===== config.mk =====
export PLATFORM = sky130hd
export DESIGN_NAME = sparse_polynomial_adder
export DESIGN_NICKNAME = d
export VERILOG_FILES = /design/src/hdl/spa_pkg.sv /design/src/hdl/spa_ram.sv /design/src/hdl/spa_front.sv /design/src/hdl/spa_back.sv /design/src/hdl/sparse_polynomial_adder.sv
export SDC_FILE = /design/constraint.sdc
export NUM_CORES = 2
export LEC_CHECK = 0
export ABC_AREA = 1
export BUFFER_PORTS_ARGS = -buffer_cell sky130_fd_sc_hd__buf_2
export CAP_MARGIN = 0
export CORE_ASPECT_RATIO = 1.4
export CORE_UTILIZATION = 50
export CTS_BUF_LIST = sky130_fd_sc_hd__clkbuf_16
export DETAILED_ROUTE_END_ITERATION = 8
export GPL_TIMING_DRIVEN = 0
export MAX_ROUTING_LAYER = met4
export PLACE_DENSITY = 0.65
export SETUP_SLACK_MARGIN = 0.5
export SYNTH_ARGS = -nofsm -noshare
export SYNTH_HDL_FRONTEND = slang
export SYNTH_SLANG_ARGS = --single-unit

===== constraint.sdc =====
create_clock -name clk_i -period 13.9 [get_ports clk_i]
set_input_delay 2.085 -clock clk_i [delete_from_list [all_inputs] [get_ports clk_i]]
set_output_delay 2.085 -clock clk_i [all_outputs]
set_load 0.02 [all_outputs]

===== src/hdl/spa_pkg.sv =====
`timescale 1ns / 1ps
`default_nettype none
// ----------------------------------------------------------------------------
// spa_pkg: shared types and constants of the sparse polynomial adder
// Item formats, term store sizing and command codes used by the front,
// the back and the top level.
// ----------------------------------------------------------------------------
package spa_pkg;

  // term store depth and derived widths
  localparam int unsigned MAX_TERMS = 32;
  localparam int unsigned IDX_W     = (MAX_TERMS > 1) ? $clog2(MAX_TERMS) : 1;
  localparam int unsigned CNT_W     = $clog2(MAX_TERMS + 1);

  // command queue between front and back, depth is a power of two
  localparam int unsigned CMDQ_DEPTH = 2;
  localparam int unsigned CMDQ_PTR_W = (CMDQ_DEPTH > 1) ? $clog2(CMDQ_DEPTH) : 1;
  localparam int unsigned CMDQ_CNT_W = $clog2(CMDQ_DEPTH + 1);

  // input mode codes
  localparam logic [1:0] MODE_FIRST  = 2'd0;
  localparam logic [1:0] MODE_SECOND = 2'd1;
  localparam logic [1:0] MODE_FINISH = 2'd2;
  localparam logic [1:0] MODE_UNUSED = 2'd3;

  typedef enum logic [1:0] {
    CMD_LOAD_FIRST  = 2'd0,
    CMD_LOAD_SECOND = 2'd1,
    CMD_FINISH      = 2'd2
  } cmd_e;

  typedef struct packed {
    logic [1:0]         mode;
    logic signed [31:0] coefficient;
    logic [15:0]        exponent;
  } in_item_t;

  typedef struct packed {
    logic signed [32:0] sum_coefficient;
    logic [15:0]        sum_exponent;
    logic               last_term;
    logic               empty_sum;
    logic               overflow;
  } out_item_t;

  typedef struct packed {
    logic signed [31:0] coef;
    logic [15:0]        expo;
  } term_t;

  localparam int unsigned TERM_W = $bits(term_t);

  typedef struct packed {
    cmd_e  kind;
    term_t term;
  } cmd_t;

  // handshake between front queue and back engine
  typedef struct packed {
    logic valid;
    cmd_t cmd;
  } cmd_chan_t;

endpackage

`default_nettype wire


===== src/hdl/spa_ram.sv =====
`timescale 1ns / 1ps
`default_nettype none
// ----------------------------------------------------------------------------
// spa_ram: generic single write port RAM
// One write and one read per cycle, read data registered.
// ----------------------------------------------------------------------------
module spa_ram #(
  parameter int unsigned WIDTH = 8,
  parameter int unsigned DEPTH = 16,
  localparam int unsigned ADDR_W = (DEPTH > 1) ? $clog2(DEPTH) : 1
) (
  input  wire logic                     clk_i,
  input  wire logic                     we_i,
  input  wire logic [ADDR_W-1:0]        waddr_i,
  input  wire logic [WIDTH-1:0]         wdata_i,
  input  wire logic [ADDR_W-1:0]        raddr_i,
  output logic      [WIDTH-1:0]         rdata_o
);

  logic [WIDTH-1:0] mem_q [DEPTH];
  logic [WIDTH-1:0] rdata_q;

  always_ff @(posedge clk_i) begin
    if (we_i) begin
      mem_q[waddr_i] <= wdata_i;
    end
    rdata_q <= mem_q[raddr_i];
  end

  assign rdata_o = rdata_q;

endmodule

`default_nettype wire


===== src/hdl/spa_front.sv =====
`timescale 1ns / 1ps
`default_nettype none
// ----------------------------------------------------------------------------
// spa_front: input side of the sparse polynomial adder
// Accepts items, decodes the mode into a command and queues it for the back.
// Items with the unused mode are accepted and discarded.
// ----------------------------------------------------------------------------
module spa_front (
  input  wire logic              clk_i,
  input  wire logic              rst_ni,
  input  wire logic              push,
  output logic                   full,
  input  wire spa_pkg::in_item_t in_item_i,
  output spa_pkg::cmd_chan_t     cmd_o,
  input  wire logic              cmd_take_i
);

  spa_pkg::cmd_t                     q_mem_q [spa_pkg::CMDQ_DEPTH];
  logic [spa_pkg::CMDQ_PTR_W-1:0]    wr_ptr_q, wr_ptr_d;
  logic [spa_pkg::CMDQ_PTR_W-1:0]    rd_ptr_q, rd_ptr_d;
  logic [spa_pkg::CMDQ_CNT_W-1:0]    cnt_q, cnt_d;
  logic                              accept;
  logic                              enq;
  logic                              deq;
  logic                              is_cmd;
  spa_pkg::cmd_t                     new_cmd;

  always_comb begin
    is_cmd        = 1'b1;
    new_cmd.kind  = spa_pkg::CMD_FINISH;
    new_cmd.term.coef = in_item_i.coefficient;
    new_cmd.term.expo = in_item_i.exponent;
    unique case (in_item_i.mode)
      spa_pkg::MODE_FIRST:  new_cmd.kind = spa_pkg::CMD_LOAD_FIRST;
      spa_pkg::MODE_SECOND: new_cmd.kind = spa_pkg::CMD_LOAD_SECOND;
      spa_pkg::MODE_FINISH: new_cmd.kind = spa_pkg::CMD_FINISH;
      default:              is_cmd = 1'b0;
    endcase
  end

  assign full   = (cnt_q == spa_pkg::CMDQ_CNT_W'(spa_pkg::CMDQ_DEPTH));
  assign accept = push && !full;
  assign enq    = accept && is_cmd;
  assign deq    = cmd_take_i && (cnt_q != '0);

  always_comb begin
    wr_ptr_d = enq ? wr_ptr_q + spa_pkg::CMDQ_PTR_W'(1) : wr_ptr_q;
    rd_ptr_d = deq ? rd_ptr_q + spa_pkg::CMDQ_PTR_W'(1) : rd_ptr_q;
    cnt_d    = cnt_q;
    if (enq && !deq) begin
      cnt_d = cnt_q + spa_pkg::CMDQ_CNT_W'(1);
    end else if (deq && !enq) begin
      cnt_d = cnt_q - spa_pkg::CMDQ_CNT_W'(1);
    end
  end

  always_ff @(posedge clk_i or negedge rst_ni) begin
    if (!rst_ni) begin
      wr_ptr_q <= '0;
      rd_ptr_q <= '0;
      cnt_q    <= '0;
    end else begin
      wr_ptr_q <= wr_ptr_d;
      rd_ptr_q <= rd_ptr_d;
      cnt_q    <= cnt_d;
    end
  end

  always_ff @(posedge clk_i) begin
    if (enq) begin
      q_mem_q[wr_ptr_q] <= new_cmd;
    end
  end

  assign cmd_o.valid = (cnt_q != '0);
  assign cmd_o.cmd   = q_mem_q[rd_ptr_q];

endmodule

`default_nettype wire


===== src/hdl/spa_back.sv =====
`timescale 1ns / 1ps
`default_nettype none
// ----------------------------------------------------------------------------
// spa_back: term stores and merge engine of the sparse polynomial adder
// Loads terms into two stores and, on finish, merges them by exponent into
// the result register, holding one term back so the final one can be marked.
// ----------------------------------------------------------------------------
module spa_back (
  input  wire logic               clk_i,
  input  wire logic               rst_ni,
  input  wire spa_pkg::cmd_chan_t cmd_i,
  output logic                    cmd_take_o,
  output logic                    empty,
  input  wire logic               pop,
  output spa_pkg::out_item_t      out_item_o
);

  typedef enum logic [3:0] {
    S_IDLE  = 4'b0001,
    S_FETCH = 4'b0010,
    S_MERGE = 4'b0100,
    S_DONE  = 4'b1000
  } state_e;

  state_e                       state_q, state_d;
  logic [spa_pkg::CNT_W-1:0]    cnt_a_q, cnt_a_d, cnt_b_q, cnt_b_d;
  logic [spa_pkg::CNT_W-1:0]    i_q, i_d, j_q, j_d;
  logic                         dropped_q, dropped_d;
  logic                         pend_valid_q, pend_valid_d;
  spa_pkg::out_item_t           pend_q, pend_d;
  logic                         out_valid_q, out_valid_d;
  spa_pkg::out_item_t           out_q, out_d;

  logic                         we_a, we_b;
  logic [spa_pkg::TERM_W-1:0]   rd_a_raw, rd_b_raw;
  spa_pkg::term_t               rd_a, rd_b;

  logic                         out_slot;
  logic                         out_push;
  logic                         a_has, b_has;
  logic                         take_a, take_b, take_both;
  logic signed [32:0]           coef_a, coef_b, sum_ab;
  logic                         emit;
  spa_pkg::out_item_t           term_item;

  spa_ram #(
    .WIDTH (spa_pkg::TERM_W),
    .DEPTH (spa_pkg::MAX_TERMS)
  ) u_store_a (
    .clk_i   (clk_i),
    .we_i    (we_a),
    .waddr_i (cnt_a_q[spa_pkg::IDX_W-1:0]),
    .wdata_i (cmd_i.cmd.term),
    .raddr_i (i_d[spa_pkg::IDX_W-1:0]),
    .rdata_o (rd_a_raw)
  );

  spa_ram #(
    .WIDTH (spa_pkg::TERM_W),
    .DEPTH (spa_pkg::MAX_TERMS)
  ) u_store_b (
    .clk_i   (clk_i),
    .we_i    (we_b),
    .waddr_i (cnt_b_q[spa_pkg::IDX_W-1:0]),
    .wdata_i (cmd_i.cmd.term),
    .raddr_i (j_d[spa_pkg::IDX_W-1:0]),
    .rdata_o (rd_b_raw)
  );

  assign rd_a = spa_pkg::term_t'(rd_a_raw);
  assign rd_b = spa_pkg::term_t'(rd_b_raw);

  // merge step on the two head terms
  assign a_has     = (i_q < cnt_a_q);
  assign b_has     = (j_q < cnt_b_q);
  assign take_a    = a_has && (!b_has || (rd_a.expo > rd_b.expo));
  assign take_b    = b_has && (!a_has || (rd_b.expo > rd_a.expo));
  assign take_both = a_has && b_has && (rd_a.expo == rd_b.expo);
  assign coef_a    = {rd_a.coef[31], rd_a.coef};
  assign coef_b    = {rd_b.coef[31], rd_b.coef};
  assign sum_ab    = coef_a + coef_b;
  assign emit      = take_a || take_b || (take_both && (sum_ab != '0));

  always_comb begin
    term_item.sum_coefficient = take_a ? coef_a : (take_b ? coef_b : sum_ab);
    term_item.sum_exponent    = take_b ? rd_b.expo : rd_a.expo;
    term_item.last_term       = 1'b0;
    term_item.empty_sum       = 1'b0;
    term_item.overflow        = dropped_q;
  end

  assign out_slot = !out_valid_q || pop;

  always_comb begin
    state_d      = state_q;
    cnt_a_d      = cnt_a_q;
    cnt_b_d      = cnt_b_q;
    i_d          = i_q;
    j_d          = j_q;
    dropped_d    = dropped_q;
    pend_valid_d = pend_valid_q;
    pend_d       = pend_q;
    out_push     = 1'b0;
    out_d        = out_q;
    cmd_take_o   = 1'b0;
    we_a         = 1'b0;
    we_b         = 1'b0;

    unique case (state_q)
      S_IDLE: begin
        if (cmd_i.valid) begin
          cmd_take_o = 1'b1;
          unique case (cmd_i.cmd.kind)
            spa_pkg::CMD_LOAD_FIRST: begin
              if (cnt_a_q == spa_pkg::CNT_W'(spa_pkg::MAX_TERMS)) begin
                dropped_d = 1'b1;
              end else begin
                we_a    = 1'b1;
                cnt_a_d = cnt_a_q + spa_pkg::CNT_W'(1);
              end
            end
            spa_pkg::CMD_LOAD_SECOND: begin
              if (cnt_b_q == spa_pkg::CNT_W'(spa_pkg::MAX_TERMS)) begin
                dropped_d = 1'b1;
              end else begin
                we_b    = 1'b1;
                cnt_b_d = cnt_b_q + spa_pkg::CNT_W'(1);
              end
            end
            spa_pkg::CMD_FINISH: begin
              state_d = S_FETCH;
            end
            default: begin
            end
          endcase
        end
      end
      S_FETCH: begin
        // head entries are being read
        state_d = S_MERGE;
      end
      S_MERGE: begin
        if (!a_has && !b_has) begin
          state_d = S_DONE;
        end else if (!emit || !pend_valid_q || out_slot) begin
          i_d = i_q + spa_pkg::CNT_W'(take_a || take_both);
          j_d = j_q + spa_pkg::CNT_W'(take_b || take_both);
          if (emit) begin
            out_push     = pend_valid_q;
            out_d        = pend_q;
            pend_d       = term_item;
            pend_valid_d = 1'b1;
          end
        end
      end
      S_DONE: begin
        if (out_slot) begin
          out_push = 1'b1;
          if (pend_valid_q) begin
            out_d           = pend_q;
            out_d.last_term = 1'b1;
          end else begin
            out_d.sum_coefficient = '0;
            out_d.sum_exponent    = '0;
            out_d.last_term       = 1'b1;
            out_d.empty_sum       = 1'b1;
            out_d.overflow        = dropped_q;
          end
          pend_valid_d = 1'b0;
          cnt_a_d      = '0;
          cnt_b_d      = '0;
          dropped_d    = 1'b0;
          i_d          = '0;
          j_d          = '0;
          state_d      = S_IDLE;
        end
      end
      default: begin
        state_d = S_IDLE;
      end
    endcase
  end

  always_comb begin
    out_valid_d = out_valid_q;
    if (out_push) begin
      out_valid_d = 1'b1;
    end else if (pop) begin
      out_valid_d = 1'b0;
    end
  end

  always_ff @(posedge clk_i or negedge rst_ni) begin
    if (!rst_ni) begin
      state_q      <= S_IDLE;
      cnt_a_q      <= '0;
      cnt_b_q      <= '0;
      i_q          <= '0;
      j_q          <= '0;
      dropped_q    <= 1'b0;
      pend_valid_q <= 1'b0;
      out_valid_q  <= 1'b0;
    end else begin
      state_q      <= state_d;
      cnt_a_q      <= cnt_a_d;
      cnt_b_q      <= cnt_b_d;
      i_q          <= i_d;
      j_q          <= j_d;
      dropped_q    <= dropped_d;
      pend_valid_q <= pend_valid_d;
      out_valid_q  <= out_valid_d;
    end
  end

  always_ff @(posedge clk_i) begin
    pend_q <= pend_d;
    if (out_push) begin
      out_q <= out_d;
    end
  end

  assign empty      = !out_valid_q;
  assign out_item_o = out_q;

`ifndef SYNTHESIS
  a_cnt_bound: assert property (@(posedge clk_i) disable iff (!rst_ni)
    (cnt_a_q <= spa_pkg::CNT_W'(spa_pkg::MAX_TERMS)) &&
    (cnt_b_q <= spa_pkg::CNT_W'(spa_pkg::MAX_TERMS)))
    else $error("term count beyond store depth");

  a_idx_bound: assert property (@(posedge clk_i) disable iff (!rst_ni)
    (i_q <= cnt_a_q) && (j_q <= cnt_b_q))
    else $error("merge index past store count");

  a_no_push_idle: assert property (@(posedge clk_i) disable iff (!rst_ni)
    (state_q == S_IDLE || state_q == S_FETCH) |-> !out_push)
    else $error("result pushed outside merge");

  a_clear_after_done: assert property (@(posedge clk_i) disable iff (!rst_ni)
    (state_q == S_DONE && out_slot) |=>
      (cnt_a_q == '0 && cnt_b_q == '0 && !dropped_q && !pend_valid_q &&
       out_valid_q && out_q.last_term))
    else $error("stores not cleared after final item");
`endif

endmodule

`default_nettype wire


===== src/hdl/sparse_polynomial_adder.sv =====
`timescale 1ns / 1ps
`default_nettype none
// ----------------------------------------------------------------------------
// sparse_polynomial_adder: adds two sparse polynomials by exponent merge
// Input items (push/full) load terms of the first or second polynomial in
// descending exponent order, or finish the sum; the unused mode is dropped.
// Result items (empty/pop) give the sum terms in merge order, the final one
// with last_term set; an empty sum gives one item with empty_sum set. Terms
// loaded into a full store are dropped and reported by overflow on every
// result item of that sum.
// Loads are taken by the back engine while it is idle, so one term per
// cycle is sustained through the two-entry command queue. A finish item
// runs a fetch of the head entries, then one merge step per term pair or
// single term (one read port per store). The first result item enters the
// result register once a second term is emitted or the merge ends, which is
// later when leading terms cancel. Loads queued behind a finish wait until
// the final result item has entered the result register.
// Reset empties the command queue, both stores and the result register; no
// clearing pass is needed. When pop is held low the merge stops with one
// term in the result register and one held back, and full rises once the
// command queue fills.
// ----------------------------------------------------------------------------
module sparse_polynomial_adder (
  input  wire logic               clk_i,
  input  wire logic               rst_ni,
  input  wire logic               push,
  output logic                    full,
  input  wire spa_pkg::in_item_t  in_item_i,
  output logic                    empty,
  input  wire logic               pop,
  output spa_pkg::out_item_t      out_item_o
);

  spa_pkg::cmd_chan_t cmd;
  logic               cmd_take;

  spa_front u_front (
    .clk_i      (clk_i),
    .rst_ni     (rst_ni),
    .push       (push),
    .full       (full),
    .in_item_i  (in_item_i),
    .cmd_o      (cmd),
    .cmd_take_i (cmd_take)
  );

  spa_back u_back (
    .clk_i      (clk_i),
    .rst_ni     (rst_ni),
    .cmd_i      (cmd),
    .cmd_take_o (cmd_take),
    .empty      (empty),
    .pop        (pop),
    .out_item_o (out_item_o)
  );

endmodule

`default_nettype wire


# Yosys cells after proc, flatten, opt, wreduce, memory -nomap -nowiden

Memory sizes are Yosys's and may differ from the RTL's. A register that Yosys moved wholly into a read port is not among the register bits.
Cells that the tools add are included.
Widths: inputs -> output; s select.

Output and inout port bits: 54
Logic and storage cells: 177
Bits of input ports: 54
Flip-flop bits (word level): 137
Memories: 3
RAM bits: 3172

Memory list:

| memory                 | depth | width | read ports | clocked after memory_dff | wr ports | line            | text |
|---|---|---|---|---|---|---|---|
| u_back.u_store_a.mem_q | 32    | 48    | 1          | 1                        | 1        | spa_ram.sv:20   | `logic [WIDTH-1:0] mem_q [DEPTH];` |
| u_back.u_store_b.mem_q | 32    | 48    | 1          | 1                        | 1        | spa_ram.sv:20   |  |
| u_front.q_mem_q        | 2     | 50    | 1          | 0                        | 1        | spa_front.sv:18 | `spa_pkg::cmd_t q_mem_q [spa_pkg::CMDQ_DEPTH];` |

Magnitude comparators: 4
Add/subtract/negate cells: 9
Mux-type cells: 68
Reduce and logical (&&, ||, !) cells: 45
Eq/ne operators: 26
Bitwise logic cells: 1

Operators by type and width:

| kind                | number |
|---|---|
| $mux 52             | 5 |
| $pmux 52 s2         | 1 |
| $mux 6              | 13 |
| $mux 33             | 2 |
| $pmux 6 s2          | 4 |
| $add 32x32->33      | 1 |
| $reduce_bool 33->1  | 1 |
| $gt 16x16->1        | 2 |
| $mux 1              | 30 |
| $eq 16x16->1        | 1 |
| $mux 16             | 1 |
| $mux 4              | 4 |
| $pmux 4 s4          | 1 |
| $reduce_and 5->1    | 3 |
| $ne 2x2->1 const B  | 7 |
| $add 6x1->6         | 2 |
| $add 6x1->6 const B | 2 |
| $eq 6x6->1 const B  | 2 |
| $lt 6x6->1          | 2 |
| $reduce_and 4->1    | 3 |
| $reduce_and 6->1    | 2 |
| $logic_and 1x1->1   | 11 |
| $reduce_bool 2->1   | 5 |
| $logic_or 1x1->1    | 9 |
| 19 further kinds    | 39 |

# Longest topological paths before layout

Depth in word-level cells: 13
Gate-level depth with buffers: 35
Gate-level depth less buffers: 32

# Hierarchy

Synthesis repeated with hierarchy kept, for this count alone.

Cell total of the unflattened synthesis: 12134
Area, all modules: 139247.3 µm²

By module, submodules not included:

| module                     | area an instance (µm²) | sequential area each (µm²) | cells an instance | times used |
|---|---|---|---|---|
| spa_ram (u_back.u_store_a) | 62969.1                | 47085.2                    | 5279              | 1 |
| spa_ram (u_back.u_store_b) | 62966.6                | 47085.2                    | 5279              | 1 |
| spa_back                   | 9386.5                 | 3839.9                     | 1278              | 1 |
| spa_front                  | 3925.0                 | 3103.0                     | 298               | 1 |

# Worst setup path after synthesis

Ideal clock, no wire load.

Kind: input -> register
From: input pop
To: register u_back.pend_q[0] (netlist name) (enable)
Library setup time: 458 ps
Data required time: 13442 ps
Slack: 8485 ps
Arrival: 4957 ps
Buffers on the path: 0
Cell stages on the path: 8
Cells stage by stage: nor2_1 inv_1 nor2_1 inv_1 nand2_1 a21oi_1 o21ai_0 nor2_1

Longest elaborated chain between the ends: 3

Ends and longest elaborated chain:

| item                              | line                          | text |
|---|---|---|
| start, declared                   | sparse_polynomial_adder.sv:30 | `input wire logic pop,` |
| $logic_or 1x1->1                  | spa_back.sv:92                | `assign out_slot = !out_valid_q \|\| pop;` |
| $logic_or 1x1->1                  | spa_back.sv:145               | `end else if (!emit \|\| !pend_valid_q \|\| out_slot) begin` |
| $reduce_and 4->1 (no source line) | -                             |  |
| end signal, assigned              | spa_back.sv:216               | `pend_q <= pend_d;` |
| end, declared                     | spa_back.sv:30                | `spa_pkg::out_item_t pend_q, pend_d;` |

Every way passes these cells.
A chain may end at the register's enable or synchronous reset.

# Final worst setup path

From: register u_back.cnt_a_q[3] (netlist name)
To: register u_back.u_store_b.rdata_q[46], in the netlist u_back.u_store_b.rdata_o[46] (read register of u_back.u_store_b.mem_q)

Longest elaborated chain between the ends: 12
Elaborated cells on any way between the ends: 19
Classes of those cells: 1 x add/sub; 1 x order compare; 3 x mux; 14 x reduce/logical

Ends and longest elaborated chain:

| item                                                                | line            | text |
|---|---|---|
| start, declared                                                     | spa_back.sv:26  | `logic [spa_pkg::CNT_W-1:0] cnt_a_q, cnt_a_d, cnt_b_q, cnt_b_d;` |
| start signal, assigned                                              | spa_back.sv:205 | `cnt_a_q <= cnt_a_d;` |
| $lt 6x6->1 (*)                                                      | spa_back.sv:74  | `assign a_has = (i_q < cnt_a_q);` |
| parallel branches: the longest is 9 deep, another holds $add 6x1->6 | -               |  |
| $mux 6 (*)                                                          | spa_back.sv:143 | `if (!a_has && !b_has) begin` |
| $pmux 6 s2 (*)                                                      | spa_back.sv:109 | `unique case (state_q)` |
| end, declared                                                       | spa_ram.sv:21   | `logic [WIDTH-1:0] rdata_q;` |

Mark *: on every way between the ends. The select of a mux whose other input is x is not followed.

==> results_dict.tcl <==
set metrics [dict create \
    syn-num-nets 14150 \
    fmax_ghz 0.1343 \
    ys_seq_area_share_pct 66.92 \
    final_net_count 14720 \
    synth_top_area_cell "edfxtp_1" \
    synth_ff_type "edfxtp_1" \
    drt_first_pass_iters 6 \
    viasPerCell 5.655 \
    cpPeakStageDelay_ns 0.71 \
    start_util_pct 50.29 \
    cts_htree_levels 5 \
    p_per_area_nw_per_um2 248.1 \
    peakVddDrop_v 0.0002870 \
    synth_area_leaders "edfxtp_1 65%, nand3_1 11%, nand2_1 6.3%" \
    gp_congestion 1.169 \
    die_area_sq_um 304400 \
    grt_pass1_wl_microns 737500 \
    area_growth_pct 13.20 \
    fin_tns_setup_ns 0 \
    hold_viol 0 \
    hold_buffers 0 \
    rows 238 \
    power.leakage_nw 69.66 \
    ys_types 52 \
    crit_path_frequent_cell "nand2_1" \
    postSynthCellCount 14030 \
    synthMuxAreaShare_pct 0.007452 \
    drc 0 \
    drv_slew 11 \
    finalCritPeriodShare_pct 53.59 \
    fillers 25200 \
    ant_nets 0 \
    synth_fa_ha_area_share_pct 0.6012 \
    io_pins 108 \
    postCtsSetupBuffers 0 \
    crit_type "register to register" \
    synth_seq_cells 3405 \
    post_cts_resized 0 \
    cap_violations 1 \
    clockRootBuffer "clkbuf_16" \
    fin_cells 18850 \
    grt_usage_pct 35.67 \
    path_delay_family "buffers and inverters" \
    cp-end-kind "register" \
    yosys.area_share.simple_pct 22.92 \
    grt_max_degree 47 \
    routed_wl_microns 532500 \
    final_cell_area_sq_um 171100 \
    min_period_ns 7.448 \
    slowest_stage "buf_2" \
    path_buf_inv 8 \
    power_mw 42.44 \
    startpoint_type "register" \
    required_ns 14.71 \
    via_count 106600 \
    dp.cells 18220 \
    status "finished with violations" \
    yosys.area.top_type_share_pct 65.06 \
    synth-xor-area-share_pct 0.08694 \
    cts_buffer_depth 4 \
    rsz0062_at_grt "false" \
    dieHeight_microns 652.5 \
    cp.arrival_ns 8.26 \
    place_area_sq_um 160400 \
    ys_warn_count 0 \
    dp_hpwl_microns 386700 \
    seq_area_sq_um 101100 \
    grt_pass1_vias 101500 \
    post_drt_wl_per_cell_microns 28.25 \
    clkLatencyLatePin_ns 0.94 \
    setup_violations 0 \
    multi_input_area_sq_um 37590 \
    synthArstFlopShare_pct 1.028 \
    holdWs_ns 0.4886 \
    numPortBuffers 107 \
    antenna_found_initial 63 \
    cts_inserted_buffers 336 \
    syn_area_sq_um 151100 \
    avgSynthCellArea_sq_um 10.77 \
    skew_ns 0.06326 \
    worstMarginPinSlew_ns 1.523 \
    die_w_microns 466.6 \
    hold_path.class "register to register" \
    grt_overflow 0 \
    path_clk_slew_ns 0.07 \
    synth_edf_count 3274 \
    core_area_sq_um 300500 \
    synth-compound-area-share_pct 0.6831 \
    cts_tree "yes" \
    clock-sinks 3405 \
    synth_top_family_by_area "simple AND/OR/NAND/NOR gates" \
    drtIter0Drc 12990 \
    drive_above_1_share_pct 9.591 \
    violations "max-capacitance violations, max-slew violations" \
    worstPathMaxFanout 10 \
    relSlewSlack_pct -1.527 \
]
[stage by stage]
step	utilization, %	worst slack (ns)
finish	56.93	6.452
global placement	52.12	6.124
detailed placement	53.39	6.755
global route	56.92	6.441
CTS	56.90	6.699
floorplan	-	8.485
[synth_stat cells (all sizes together), types with 2 or more instances]
master	count
dfxtp	96
a21oi	53
a31oi	3
xnor2	7
nor3	11
o21a	2
or2	3
xor2	8
nand2	2559
buf	608
dfrtp	34
nor4	5
a21o	3
clkbuf	251
nand3b	966
ha	71
edfxtp	3274
o21ai	109
nand3	3330
nor2	234
nand4	15
a2111oi	3
inv	2366
[routing by layer]
layer	track usage [%]	up-vias	share of wire, %	wire [microns]
li1	-	48480	-	-
met2	56.08	5205	47	251000
met4	28.80	0	9.8	51920
met3	5.151	1367	7.9	42080
met5	-	-	0	0
met1	40.82	51530	35	187500
[area by class of cell]
class / instances / area share (%)
antenna: 30 / 0.04389
buffer: 859 / 2.573
clock buffer: 341 / 4.989
clock inverter: 257 / 1.186
inverter: 2367 / 5.194
multi-input combinational: 7395 / 21.97
sequential: 3405 / 59.11
tap: 3960 / 2.897
timing repair buffer: 233 / 2.033
[worst paths after layout]
check                                  start                      endpoint  slack (ns)  cells past startpoint
setup / recovery           u_back.cnt_a_q[3]  u_back.u_store_b.rdata_o[46]        6.45                     26
hold / removal                 u_back.i_q[5]                 u_back.i_q[5]        0.49                      1
setup reg to reg           u_back.cnt_a_q[3]  u_back.u_store_b.rdata_o[46]        6.45                     26
hold reg to reg                u_back.i_q[5]                 u_back.i_q[5]        0.49                      1
max in group asynchronous             rst_ni                 u_back.j_q[3]       11.80                      1
min in group asynchronous             rst_ni              u_front.wr_ptr_q        1.33                      1
[placed cells by master (no fill, tap or decap), types with 53 or more instances in the layout]
cell type,Yosys,routed
buf_12,0,70
clkinv_1,1,71
edfxtp_1,3274,3274
o21ai_0,97,97
nor2_1,234,165
nand3b_1,966,966
clkbuf_16,0,341
inv_1,2363,2433
clkinv_2,0,60
nor2_4,0,68
nand2_1,2554,2506
buf_16,0,56
nand3_1,3329,3329
ha_1,71,71
clkbuf_1,250,244
dfxtp_1,96,96
buf_4,53,53
buf_2,486,593
[flip-flops by register name, indices dropped and copies added, names as in the netlist]
name / count
u_back.pend_q: 50
u_front.wr_ptr_q: 1
u_back.pend_valid_q: 1
u_back.state_q: 4
u_back.dropped_q: 1
u_back.cnt_b_q: 6
u_back.j_q: 6
u_front.rd_ptr_q: 1
u_back.out_item_o: 52
u_back.out_valid_q: 1
u_back.u_store_a.rdata_o: 48
u_back.u_store_a.mem_q: 1536
u_back.i_q: 6
u_front.cnt_q: 2
u_back.cnt_a_q: 6
u_back.u_store_b.mem_q: 1536
u_back.u_store_b.rdata_o: 48
u_front.q_mem_q: 100
[report_power, final]
part	leakage, nW	internal (mW)	switching (mW)	total [mW]
combinational	33.4	4.59	15.5	20.1
clock	5.47	5.03	3.99	9.02
sequential	30.8	13.1	0.237	13.3
[kinds of logic after synthesis]
logic type / count (synthesis)
AND/OR/NAND/NOR: 7124
adder cells (fa/ha/maj): 72
flip-flops: 3405
AO/OA/AOI/OAI: 183
buffers and inverters: 3226
multiplexers: 1
XOR/XNOR: 15
No activity file was read; power rests on OpenSTA's default activity.
